<file path="src/ewd_pkg.sv">
package ewd_pkg;

  typedef enum logic [2:0] {
    PH_CHARSET = 3'd0,
    PH_ENC     = 3'd1,
    PH_SEP_OK  = 3'd2,
    PH_SEP_BAD = 3'd3,
    PH_CONTENT = 3'd4,
    PH_B64_END = 3'd5,
    PH_FAILED  = 3'd6
  } phase_t;

  typedef enum logic [1:0] {
    ESC_NONE = 2'd0,
    ESC_EQ   = 2'd1,
    ESC_HEX  = 2'd2,
    ESC_CR   = 2'd3
  } esc_t;

  typedef enum logic [1:0] {
    ST_OK        = 2'd0,
    ST_NO_SEP    = 2'd1,
    ST_BAD_ENC   = 2'd2,
    ST_BAD_DIGIT = 2'd3
  } status_t;

  localparam logic [7:0] CH_QMARK = 8'h3F;
  localparam logic [7:0] CH_EQ    = 8'h3D;
  localparam logic [7:0] CH_UNDER = 8'h5F;
  localparam logic [7:0] CH_SPACE = 8'h20;
  localparam logic [7:0] CH_TAB   = 8'h09;
  localparam logic [7:0] CH_CR    = 8'h0D;
  localparam logic [7:0] CH_LF    = 8'h0A;
  localparam logic [7:0] CH_PLUS  = 8'h2B;
  localparam logic [7:0] CH_SLASH = 8'h2F;
  localparam logic [7:0] CH_UQ    = 8'h51;
  localparam logic [7:0] CH_LQ    = 8'h71;
  localparam logic [7:0] CH_UB    = 8'h42;
  localparam logic [7:0] CH_LB    = 8'h62;

  typedef struct packed {
    logic       ok;
    logic [3:0] val;
  } hex_t;

  typedef struct packed {
    logic       ok;
    logic [5:0] val;
  } b64_t;

  function automatic hex_t hex_val(input logic [7:0] c);
    hex_t r;
    r = '{ok: 1'b0, val: 4'd0};
    if (c >= 8'h41 && c <= 8'h46) r = '{ok: 1'b1, val: 4'(c - 8'h37)};
    else if (c >= 8'h61 && c <= 8'h66) r = '{ok: 1'b1, val: 4'(c - 8'h57)};
    else if (c >= 8'h30 && c <= 8'h39) r = '{ok: 1'b1, val: 4'(c - 8'h30)};
    return r;
  endfunction

  function automatic b64_t b64_val(input logic [7:0] c);
    b64_t r;
    r = '{ok: 1'b0, val: 6'd0};
    if (c >= 8'h41 && c <= 8'h5A) r = '{ok: 1'b1, val: 6'(c - 8'h41)};
    else if (c >= 8'h61 && c <= 8'h7A) r = '{ok: 1'b1, val: 6'(c - 8'h47)};
    else if (c >= 8'h30 && c <= 8'h39) r = '{ok: 1'b1, val: 6'(c + 8'h04)};
    else if (c == CH_PLUS) r = '{ok: 1'b1, val: 6'd62};
    else if (c == CH_SLASH) r = '{ok: 1'b1, val: 6'd63};
    return r;
  endfunction

endpackage

</file>
<file path="src/encoded_word_decoder.sv">
// The result of an accepted byte is registered in the output register.
// Throughput: one input byte per cycle; in_ready follows out_ready while a result
// waits in the output register.
// Reset: rst_n low (synchronous) clears the decode state to the charset
// phase and empties the output register.
module encoded_word_decoder (
  input  logic       clk,
  input  logic       rst_n,
  input  logic       in_valid,
  output logic       in_ready,
  input  logic [7:0] in_byte,
  input  logic       in_last_byte,
  output logic       out_valid,
  input  logic       out_ready,
  output logic [7:0] out_byte,
  output logic       out_byte_valid,
  output logic       out_done_res,
  output logic [1:0] out_status
);
  import ewd_pkg::*;

  phase_t     phase_r, phase_nxt;
  logic       b64_r, b64_nxt;
  esc_t       esc_r, esc_nxt;
  logic [3:0] hi_r, hi_nxt;
  logic [5:0] acc_r, acc_nxt;
  logic [2:0] cnt_r, cnt_nxt;
  status_t    fail_r, fail_nxt;

  logic       out_valid_r;
  logic [7:0] out_byte_r, byte_c;
  logic       out_byte_valid_r, have_c;
  logic       out_done_r;
  status_t    out_status_r, st_c;

  logic       accept;
  logic       emit;
  hex_t       hx;
  b64_t       bx;
  logic [11:0] wide;
  logic [3:0]  wcnt;
  logic [2:0]  rem;

  assign in_ready = !out_valid_r || out_ready;
  assign accept   = in_valid && in_ready;

  assign hx   = hex_val(in_byte);
  assign bx   = b64_val(in_byte);
  assign wide = {acc_r, bx.val};
  assign wcnt = {1'b0, cnt_r} + 4'd6;
  assign rem  = 3'(wcnt - 4'd8);

  always_comb begin
    phase_nxt = phase_r;
    b64_nxt   = b64_r;
    esc_nxt   = esc_r;
    hi_nxt    = hi_r;
    acc_nxt   = acc_r;
    cnt_nxt   = cnt_r;
    fail_nxt  = fail_r;
    byte_c    = 8'd0;
    have_c    = 1'b0;
    st_c      = ST_OK;

    unique case (phase_r)
      PH_CHARSET: begin
        if (in_byte == CH_QMARK) phase_nxt = PH_ENC;
      end
      PH_ENC: begin
        if (in_byte == CH_UQ || in_byte == CH_LQ) begin
          b64_nxt = 1'b0;
          phase_nxt = PH_SEP_OK;
        end else if (in_byte == CH_UB || in_byte == CH_LB) begin
          b64_nxt = 1'b1;
          phase_nxt = PH_SEP_OK;
        end else begin
          phase_nxt = PH_SEP_BAD;
        end
      end
      PH_SEP_OK: begin
        if (in_byte == CH_QMARK) phase_nxt = PH_CONTENT;
        else begin
          phase_nxt = PH_FAILED;
          fail_nxt = ST_NO_SEP;
        end
      end
      PH_SEP_BAD: begin
        phase_nxt = PH_FAILED;
        fail_nxt  = (in_byte == CH_QMARK) ? ST_BAD_ENC : ST_NO_SEP;
      end
      PH_CONTENT: begin
        if (b64_r) begin
          if (in_byte == CH_EQ) phase_nxt = PH_B64_END;
          else if (in_byte == CH_SPACE || in_byte == CH_TAB ||
                   in_byte == CH_CR || in_byte == CH_LF) begin
            // skip whitespace
          end else if (!bx.ok) begin
            phase_nxt = PH_FAILED;
            fail_nxt = ST_BAD_DIGIT;
          end else if (wcnt >= 4'd8) begin
            // a full byte is ready: take its top bits, keep the remainder
            have_c  = 1'b1;
            cnt_nxt = rem;
            unique case (rem)
              3'd0: begin byte_c = wide[7:0];  acc_nxt = 6'd0; end
              3'd2: begin byte_c = wide[9:2];  acc_nxt = {4'd0, wide[1:0]}; end
              3'd4: begin byte_c = wide[11:4]; acc_nxt = {2'd0, wide[3:0]}; end
              default: begin byte_c = wide[11:4]; acc_nxt = wide[5:0]; end
            endcase
          end else begin
            acc_nxt = wide[5:0];
            cnt_nxt = wcnt[2:0];
          end
        end else begin
          unique case (esc_r)
            ESC_NONE: begin
              if (in_byte == CH_EQ) esc_nxt = ESC_EQ;
              else begin
                have_c = 1'b1;
                byte_c = (in_byte == CH_UNDER) ? CH_SPACE : in_byte;
              end
            end
            ESC_EQ: begin
              if (hx.ok) begin
                hi_nxt  = hx.val;
                esc_nxt = ESC_HEX;
              end else if (in_byte == CH_CR) esc_nxt = ESC_CR;
              else if (in_byte == CH_LF) esc_nxt = ESC_NONE;
              else begin
                phase_nxt = PH_FAILED;
                fail_nxt = ST_BAD_DIGIT;
              end
            end
            ESC_HEX: begin
              if (hx.ok) begin
                have_c  = 1'b1;
                byte_c  = {hi_r, hx.val};
                esc_nxt = ESC_NONE;
              end else begin
                phase_nxt = PH_FAILED;
                fail_nxt = ST_BAD_DIGIT;
              end
            end
            ESC_CR: begin
              if (in_byte == CH_LF) esc_nxt = ESC_NONE;
              else begin
                phase_nxt = PH_FAILED;
                fail_nxt = ST_BAD_DIGIT;
              end
            end
          endcase
        end
      end
      default: begin
        // ended base64 or failed: drop the byte
      end
    endcase

    if (in_last_byte) begin
      if (phase_nxt == PH_FAILED) st_c = fail_nxt;
      else if (phase_nxt == PH_CHARSET || phase_nxt == PH_ENC ||
               phase_nxt == PH_SEP_OK || phase_nxt == PH_SEP_BAD) st_c = ST_NO_SEP;
      else if (phase_nxt == PH_CONTENT && !b64_nxt && esc_nxt != ESC_NONE)
        st_c = ST_BAD_DIGIT;
      if (st_c != ST_OK) begin
        have_c = 1'b0;
        byte_c = 8'd0;
      end
      phase_nxt = PH_CHARSET;
      b64_nxt   = 1'b0;
      esc_nxt   = ESC_NONE;
      hi_nxt    = 4'd0;
      acc_nxt   = 6'd0;
      cnt_nxt   = 3'd0;
      fail_nxt  = ST_OK;
    end
  end

  assign emit = accept && (have_c || in_last_byte);

  always_ff @(posedge clk) begin
    if (!rst_n) begin
      phase_r     <= PH_CHARSET;
      b64_r       <= 1'b0;
      esc_r       <= ESC_NONE;
      hi_r        <= 4'd0;
      acc_r       <= 6'd0;
      cnt_r       <= 3'd0;
      fail_r      <= ST_OK;
      out_valid_r <= 1'b0;
    end else begin
      if (accept) begin
        phase_r <= phase_nxt;
        b64_r   <= b64_nxt;
        esc_r   <= esc_nxt;
        hi_r    <= hi_nxt;
        acc_r   <= acc_nxt;
        cnt_r   <= cnt_nxt;
        fail_r  <= fail_nxt;
      end
      if (emit) out_valid_r <= 1'b1;
      else if (out_ready) out_valid_r <= 1'b0;
    end
  end

  always_ff @(posedge clk) begin
    if (emit) begin
      out_byte_r       <= byte_c;
      out_byte_valid_r <= have_c;
      out_done_r       <= in_last_byte;
      out_status_r     <= st_c;
    end
  end

  assign out_valid      = out_valid_r;
  assign out_byte       = out_byte_r;
  assign out_byte_valid = out_byte_valid_r;
  assign out_done_res   = out_done_r;
  assign out_status     = out_status_r;

  a_err_no_byte: assert property (@(posedge clk) disable iff (!rst_n)
    out_valid && out_status != ST_OK |-> !out_byte_valid && out_done_res)
    else $error("error status with a decoded byte or without done");

  a_last_resets: assert property (@(posedge clk) disable iff (!rst_n)
    in_valid && in_ready && in_last_byte |=> phase_r == PH_CHARSET && fail_r == ST_OK)
    else $error("state not cleared after the last byte");

  a_cnt_even: assert property (@(posedge clk) disable iff (!rst_n)
    cnt_r == 3'd0 || cnt_r == 3'd2 || cnt_r == 3'd4 || cnt_r == 3'd6)
    else $error("base64 bit count out of range");

  a_empty_ready: assert property (@(posedge clk) disable iff (!rst_n)
    !out_valid_r |-> in_ready)
    else $error("input stalled with an empty output register");

endmodule
</file>
<file path="config.mk">
export PLATFORM = sky130hd
export DESIGN_NAME = encoded_word_decoder
export DESIGN_NICKNAME = d
export VERILOG_FILES = /design/src/ewd_pkg.sv /design/src/encoded_word_decoder.sv
export SDC_FILE = /design/constraint.sdc
export NUM_CORES = 1
export LEC_CHECK = 0
export BUFFER_PORTS_ARGS = -buffer_cell sky130_fd_sc_hd__buf_2
export CAP_MARGIN = 20
export CORE_MARGIN = 1.5
export CORE_UTILIZATION = 45
export DETAILED_ROUTE_END_ITERATION = 7
export PLACE_DENSITY = 0.61
export SLEW_MARGIN = 15
export SYNTH_ARGS = -nofsm -noshare
export SYNTH_HDL_FRONTEND = slang
export SYNTH_SLANG_ARGS = --single-unit
</file>
<file path="constraint.sdc">
create_clock -name clk -period 7.8 [get_ports clk]
set_clock_uncertainty 0.2 [all_clocks]
set_input_delay 1.17 -clock clk [delete_from_list [all_inputs] [get_ports clk]]
set_output_delay 1.17 -clock clk [all_outputs]
set_load 0.01 [all_outputs]
</file>
==> flow_metrics.env, run 1 <==
export IMPL_post_cts_buffers=0
export IMPL_groute_usage_overall_pct=25.6
export IMPL_yosysTopAreaCell="dfxtp_1"
export IMPL_synthCells=359
export IMPL_grt_overflow=0
export IMPL_holdCritStartpoint="hi_r[3]"
export IMPL_status="finished, final reports clean"
export IMPL_rsz0062_at_grt="false"
export IMPL_hold_end="hi_r[3]"
export IMPL_yosysUniqueCellTypes=76
export IMPL_instances_no_fill=442
export IMPL_startpoint_type="input port"
export IMPL_grt_pass1_wl_mm=13.1
export IMPL_core_region_area_sq_mm=0.00603
export IMPL_row_count=28
export IMPL_cts_buffer_depth=2
export IMPL_ys_flop_type="dfxtp_1"
export IMPL_syn2layout_area_growth_pct=8.54
export IMPL_avgViaCountPerCell=6.29
export IMPL_period_share_pct=57.0
export IMPL_synth_nets=385
export IMPL_synth_edff_count=12
export IMPL_min_path_cells=2
export IMPL_drive_gt1_share_pct=14.4
export IMPL_final_antenna_net_count=0
export IMPL_crit_fanout=12
export IMPL_finalMaxSlewViolations=0
export IMPL_clk_insertion_delay_late_ns=0.29
export IMPL_layout_setup_ws_ns=3.35
export IMPL_numCtsBuffers=5
export IMPL_path_class="in2reg"
export IMPL_synthTopCellsByArea="dfxtp_1 15%, edfxtp_1 13%, ha_1 5.7%"
export IMPL_diodes=0
export IMPL_dp_cells=434
export IMPL_setup_viol=0
export IMPL_ir_drop_v=0.0000845
export IMPL_ys_seq_elements=33
export IMPL_ctsHoldBuffers=0
export IMPL_cts_tree="built"
export IMPL_antenna_found_initial=0
export IMPL_timing_final_hold_violations=0
export IMPL_end_kind="flop"
export IMPL_grt_pass1_vias=2466
export IMPL_arrival_ns=4.16
export IMPL_ys_async_sr_fraction_pct=0
export IMPL_cts_sinks=33
export IMPL_p_per_area_mw_per_mm2=142
export IMPL_postPlaceCellArea_sq_mm=0.00296
export IMPL_yosysSeqAreaShare_pct=27.3
export IMPL_layout_nets=392
export IMPL_grt_max_degree=28
export IMPL_drtIter0Drc=168
export IMPL_crit_reg2reg_launch="phase_r[2]"
export IMPL_yosysMostFrequentCell="nor2_1"
export IMPL_power_mw=0.441
export IMPL_fmax_mhz=225
export IMPL_drcViolationCount=0
export IMPL_r2r_end="out_byte[3]"
export IMPL_r2r_setup_slack_ns=4.72
export IMPL_cts_resized=0
export IMPL_io_pin_count=27
export IMPL_cap_violations=0
export IMPL_die_h_um=82.7
export IMPL_start_util_pct=47.4
export IMPL_clk_pin_slew_worst_paths_ns=0.08
export IMPL_htreeDepth=2
export IMPL_crit_required_ns=7.51
export IMPL_dp_hpwl_mm=5.99
export IMPL_yosysTopAreaCellShare_pct=14.7
export IMPL_hp_class="reg2reg"
export IMPL_place_gp_congestion=0.900
export IMPL_timing_slew_headroom_pct=35.5
export IMPL_die_area_sq_mm=0.00684
export IMPL_ctsRootBufferMaster="clkbuf_8"
export IMPL_finish_instance_area_sq_mm=0.00310
export IMPL_syn_area_sq_mm=0.00286
export IMPL_ys_warn_count=0
export IMPL_wirelength_mm=7.99
export IMPL_hold_slack_ns=0.262
export IMPL_final_core_util_pct=51.5
export IMPL_io_buffers=26
export IMPL_die_w_um=82.7
export IMPL_place_ws_ns=3.10
export IMPL_worst_pin_slew_ns=0.965
export IMPL_wl_per_cell_um=18.1
export IMPL_drt_pre_antenna_iters=4
export IMPL_fin_crit_ns=4.45
export IMPL_tns_ns=0
export IMPL_synth_commonest_cells="37 x nor2_1, 29 x nand2_1, 26 x o21ai_0, 21 x dfxtp_1, 18 x a21oi_1"
export IMPL_p_leak_nw=1.11
export IMPL_r2r_cells=4
export IMPL_syn_avg_cell_area_sq_um=7.96
export IMPL_via_count=2779
layer usage:
metal / vias up / GRT usage (%) / routed length, um
li1: 1367 / - / -
met1: 1287 / 36.8 / 3760
met2: 112 / 38.2 / 3610
met3: 13 / 4.73 / 476
met4: 0 / 8.50 / 139
met5: - / 0 / 0
worst max-delay path, stage by stage:
cell,delay [ns]
buf_2,0.18
inv_1,0.17
ha_1,0.34
and4bb_2,0.28
a311oi_4,0.44
a211o_1,0.19
and3_1,0.27
nand2b_1,0.13
o211a_1,0.20
nor2_1,0.05
nor2_1,0.73
cells by family after synthesis:
family,synth area share (%)
multiplexers,0.350
flip-flops,27.3
AO/OA/AOI/OAI,31.9
buffers and inverters,5.82
AND/OR/NAND/NOR,27.7
XOR/XNOR,1.23
adder cells (fa/ha/maj),5.69
layout make-up:
cell class                 instances  area, sq um
clock buffer                       5         68.8
sequential                        33          781
clock inverter                     3         68.8
timing repair buffer              26          130
multi-input combinational        287         1910
fill                             579         2920
inverter                          13         48.8
tap                               75         93.8
registers in the layout, indices dropped and copies added (netlist names):
signal,cells
phase_r,3
b64_r,1
out_valid,1
out_done_res,1
esc_r,2
cnt_r,2
acc_r,6
out_byte_valid,1
hi_r,4
out_byte,8
fail_r,2
out_status,2
cell usage in the layout, fill, tap and decap left out, types with 5 or more instances in the layout:
| cell type | n |
|---|---|
| a21oi_1 | 18 |
| buf_2 | 26 |
| dfxtp_1 | 21 |
| nand2_1 | 29 |
| a211oi_1 | 6 |
| nand2b_1 | 8 |
| nand3_1 | 12 |
| nor3_1 | 11 |
| ha_1 | 13 |
| a22oi_1 | 14 |
| nor2b_1 | 14 |
| clkbuf_8 | 5 |
| o21ai_0 | 26 |
| edfxtp_1 | 12 |
| inv_1 | 12 |
| nor2_1 | 37 |
| a221oi_1 | 7 |
worst max-delay path by stage:
stage | startpoint | to | slack, ns
floorplan | in_byte[2] | out_byte[0] | 3.53
global placement | in_byte[2] | out_byte[2] | 3.18
detailed placement | in_byte[1] | out_done_res | 3.10
CTS | in_byte[1] | out_byte[3] | 3.38
global route | in_byte[2] | out_byte_valid | 3.08
finish | in_byte[1] | out_byte[3] | 3.35
power by group:
group	internal (mW)	leakage, nW	switching [mW]
clock network	0.129	0.0687	0.0705
registers	0.180	0.286	0.000711
logic	0.0200	0.753	0.0411
Note: power is estimated with default switching activity, not from simulation.
==> inputs of run 2 (changes only) <==
- ABC_AREA: unset -> 1
- PLACE_DENSITY: 0.61 -> 0.63
- clock period: 7.8 -> 3.71 ns (I/O delays scaled with it)
==> run 2 against run 1 <==
Compared with the run above: the run now ends with design-rule violations left; non-clock buffer count increased by 4; combinational power increased to 3.0 times the previous value; sequential power increased by 110%; die area increased by 7.3%; clock-buffer cell count unchanged; largest cell class unchanged; critical path type unchanged; critical path depth increased by 3; core utilization increased by 0.31 points.
==> flow_metrics.env, run 2 <==
export IMPL_numCtsBuffers=5
export IMPL_p_leak_nw=1.48
export IMPL_syn2layout_area_growth_pct=8.75
export IMPL_synthCells=503
export IMPL_drt_pre_antenna_iters=7
export IMPL_synth_xor_area_share_pct=1.71
export IMPL_fillerInstances=693
export IMPL_tns_ns=0
export IMPL_holdCritStartpoint="hi_r[3]"
export IMPL_final_cell_mix="134 x nand2_1, 60 x inv_1, 56 x nor2_1, 49 x a21oi_1, 38 x nand3_1"
export IMPL_yosysMostFrequentCell="nand2_1"
export IMPL_drcViolationCount=3
export IMPL_place_gp_congestion=0.923
export IMPL_setup_viol=0
export IMPL_fmax_mhz=315
export IMPL_largest_reg_flops=8
export IMPL_core_region_area_sq_mm=0.00646
export IMPL_startpoint_type="input port"
export IMPL_grt_pass1_vias=3202
export IMPL_ys_flop_type="dfxtp_1"
export IMPL_ctsHoldBuffers=0
export IMPL_synth_top_family_by_area="simple AND/OR/NAND/NOR gates"
export IMPL_synth_fa_ha_area_share_pct=5.29
export IMPL_seq_area_sq_um=781
export IMPL_io_pin_count=27
export IMPL_groute_usage_overall_pct=25.7
export IMPL_cap_violations=0
export IMPL_r2r_setup_slack_ns=1.16
export IMPL_final_antenna_net_count=0
export IMPL_timing_slew_headroom_pct=52.5
export IMPL_grt_overflow=0
export IMPL_finalMaxSlewViolations=0
export IMPL_ys_async_sr_fraction_pct=0
export IMPL_ir_drop_v=0.000116
export IMPL_grt_max_degree=21
export IMPL_crit_required_ns=3.45
export IMPL_start_util_pct=47.6
export IMPL_p_per_area_mw_per_mm2=251
export IMPL_end_kind="flop"
export IMPL_period_share_pct=85.5
export IMPL_synthTopCellsByArea="nand2_1 16%, dfxtp_1 14%, edfxtp_1 12%"
export IMPL_cts_tree="built"
export IMPL_diodes=0
export IMPL_via_count=3431
export IMPL_hold_end="hi_r[3]"
export IMPL_syn_avg_cell_area_sq_um=6.11
export IMPL_ctsRootBufferMaster="clkbuf_8"
export IMPL_multi_input_area_sq_mm=0.00197
export IMPL_synth_compound_area_share_pct=21.2
export IMPL_synth_nets=529
export IMPL_arrival_ns=2.91
export IMPL_yosysUniqueCellTypes=44
export IMPL_ys_seq_elements=33
export IMPL_crit_reg2reg_launch="phase_r[1]"
export IMPL_io_buffers=26
export IMPL_path_class="in2reg"
export IMPL_cts_sinks=33
export IMPL_layout_nets=553
export IMPL_synth_simple_area_share_pct=35.8
export IMPL_clk_pin_slew_worst_paths_ns=0.07
export IMPL_dp_hpwl_mm=7.07
export IMPL_wl_per_cell_um=14.9
export IMPL_die_w_um=85.7
export IMPL_drtIter0Drc=202
export IMPL_hp_class="reg2reg"
export IMPL_die_h_um=85.7
export IMPL_fin_crit_ns=3.17
export IMPL_r2r_end="out_status[0]"
export IMPL_min_path_cells=2
export IMPL_r2r_cells=15
export IMPL_post_cts_buffers=0
export IMPL_status="finished with violations"
export IMPL_crit_fanout=12
export IMPL_die_area_sq_mm=0.00734
export IMPL_clk_insertion_delay_late_ns=0.29
export IMPL_synth_commonest_cells="134 x nand2_1, 60 x inv_1, 56 x nor2_1, 49 x a21oi_1, 38 x nand3_1"
export IMPL_synth_edff_count=12
export IMPL_wirelength_mm=8.99
export IMPL_violations="design-rule violations"
export IMPL_yosysTopAreaCell="nand2_1"
export IMPL_instances_no_fill=605
export IMPL_synthMuxAreaShare_pct=0
export IMPL_antenna_found_initial=0
export IMPL_avgViaCountPerCell=5.67
export IMPL_cts_resized=0
export IMPL_yosysSeqAreaShare_pct=25.4
export IMPL_timing_final_hold_violations=0
export IMPL_yosysTopAreaCellShare_pct=16.4
export IMPL_cts_buffer_depth=2
export IMPL_rsz0062_at_grt="false"
export IMPL_mostFrequentLayoutCell="nand2_1"
export IMPL_htreeDepth=2
export IMPL_ys_warn_count=0
export IMPL_row_count=29
export IMPL_syn_area_sq_mm=0.00308
export IMPL_drive_gt1_share_pct=11.7
export IMPL_dp_cells=597
export IMPL_grt_pass1_wl_mm=15.2
export IMPL_worst_pin_slew_ns=0.712
==> run 2: how the worst max path moves through the flow <==
stage	start	end	slack, ns
detailed placement	in_byte[2]	out_byte[5]	0.26
finish	in_byte[0]	out_byte[2]	0.54
global route	in_byte[2]	out_byte[2]	0.31
CTS	in_byte[2]	out_byte[2]	0.56
global placement	in_byte[0]	out_byte[6]	0.38
floorplan	in_byte[1]	out_byte[0]	0.84
==> run 2: critical path, cell delays in order <==
cell      delay, ns
buf_2          0.16
inv_1          0.17
ha_1           0.31
nand3_1        0.15
nand3_1        0.08
nand2_1        0.11
nand2_2        0.15
nand3_1        0.16
nand3_1        0.20
inv_2          0.13
nor2_1         0.06
a211oi_2       0.20
o21ai_1        0.11
inv_1          0.34
==> run 2: cells by family (layout without fill, tap and decap cells) <==
family	Yosys count	count (layout)
buf+inv	80	105
flops	33	33
xor+xnor	6	6
simple gates	258	258
fa+ha+maj	13	13
compound gates	113	113
==> run 2: layout make-up <==
class,instances,area share [%]
timing repair buffer,30,4.79
clock buffer,5,2.06
tap,77,2.88
sequential,33,23.3
clock inverter,3,0.524
multi-input combinational,390,58.9
inverter,67,7.52
==> run 2: routing by layer <==
layer	GRT usage (%)	wire, um	vias to the layer above
met1	35.2	4140	1553
met4	8.80	189	0
met2	41.8	3990	138
met3	3.37	666	18
met5	0	0	-
li1	-	-	1722
==> run 2: per-stage QoR <==
| stage | hold WS [ns] | cell area (sq um) | power (mW) | util, % | setup slack, ns |
|---|---|---|---|---|---|
| detailed placement | 0.260 | 3260 | 0.571 | 50.4 | 0.257 |
| floorplan | 0.241 | 3080 | 0.519 | - | 0.837 |
| global route | 0.289 | 3340 | 0.872 | 51.8 | 0.314 |
| CTS | 0.271 | 3340 | 0.840 | 51.8 | 0.562 |
| finish | 0.269 | 3340 | 0.839 | 51.8 | 0.537 |
| global placement | 0.251 | 3260 | 0.570 | 50.4 | 0.376 |
==> run 2: report_power, final <==
part	leakage (nW)	total, mW	internal [mW]	switching (mW)
clock	0.0439	0.273	0.129	0.143
combinational	1.15	0.181	0.0530	0.128
sequential	0.286	0.385	0.382	0.00271
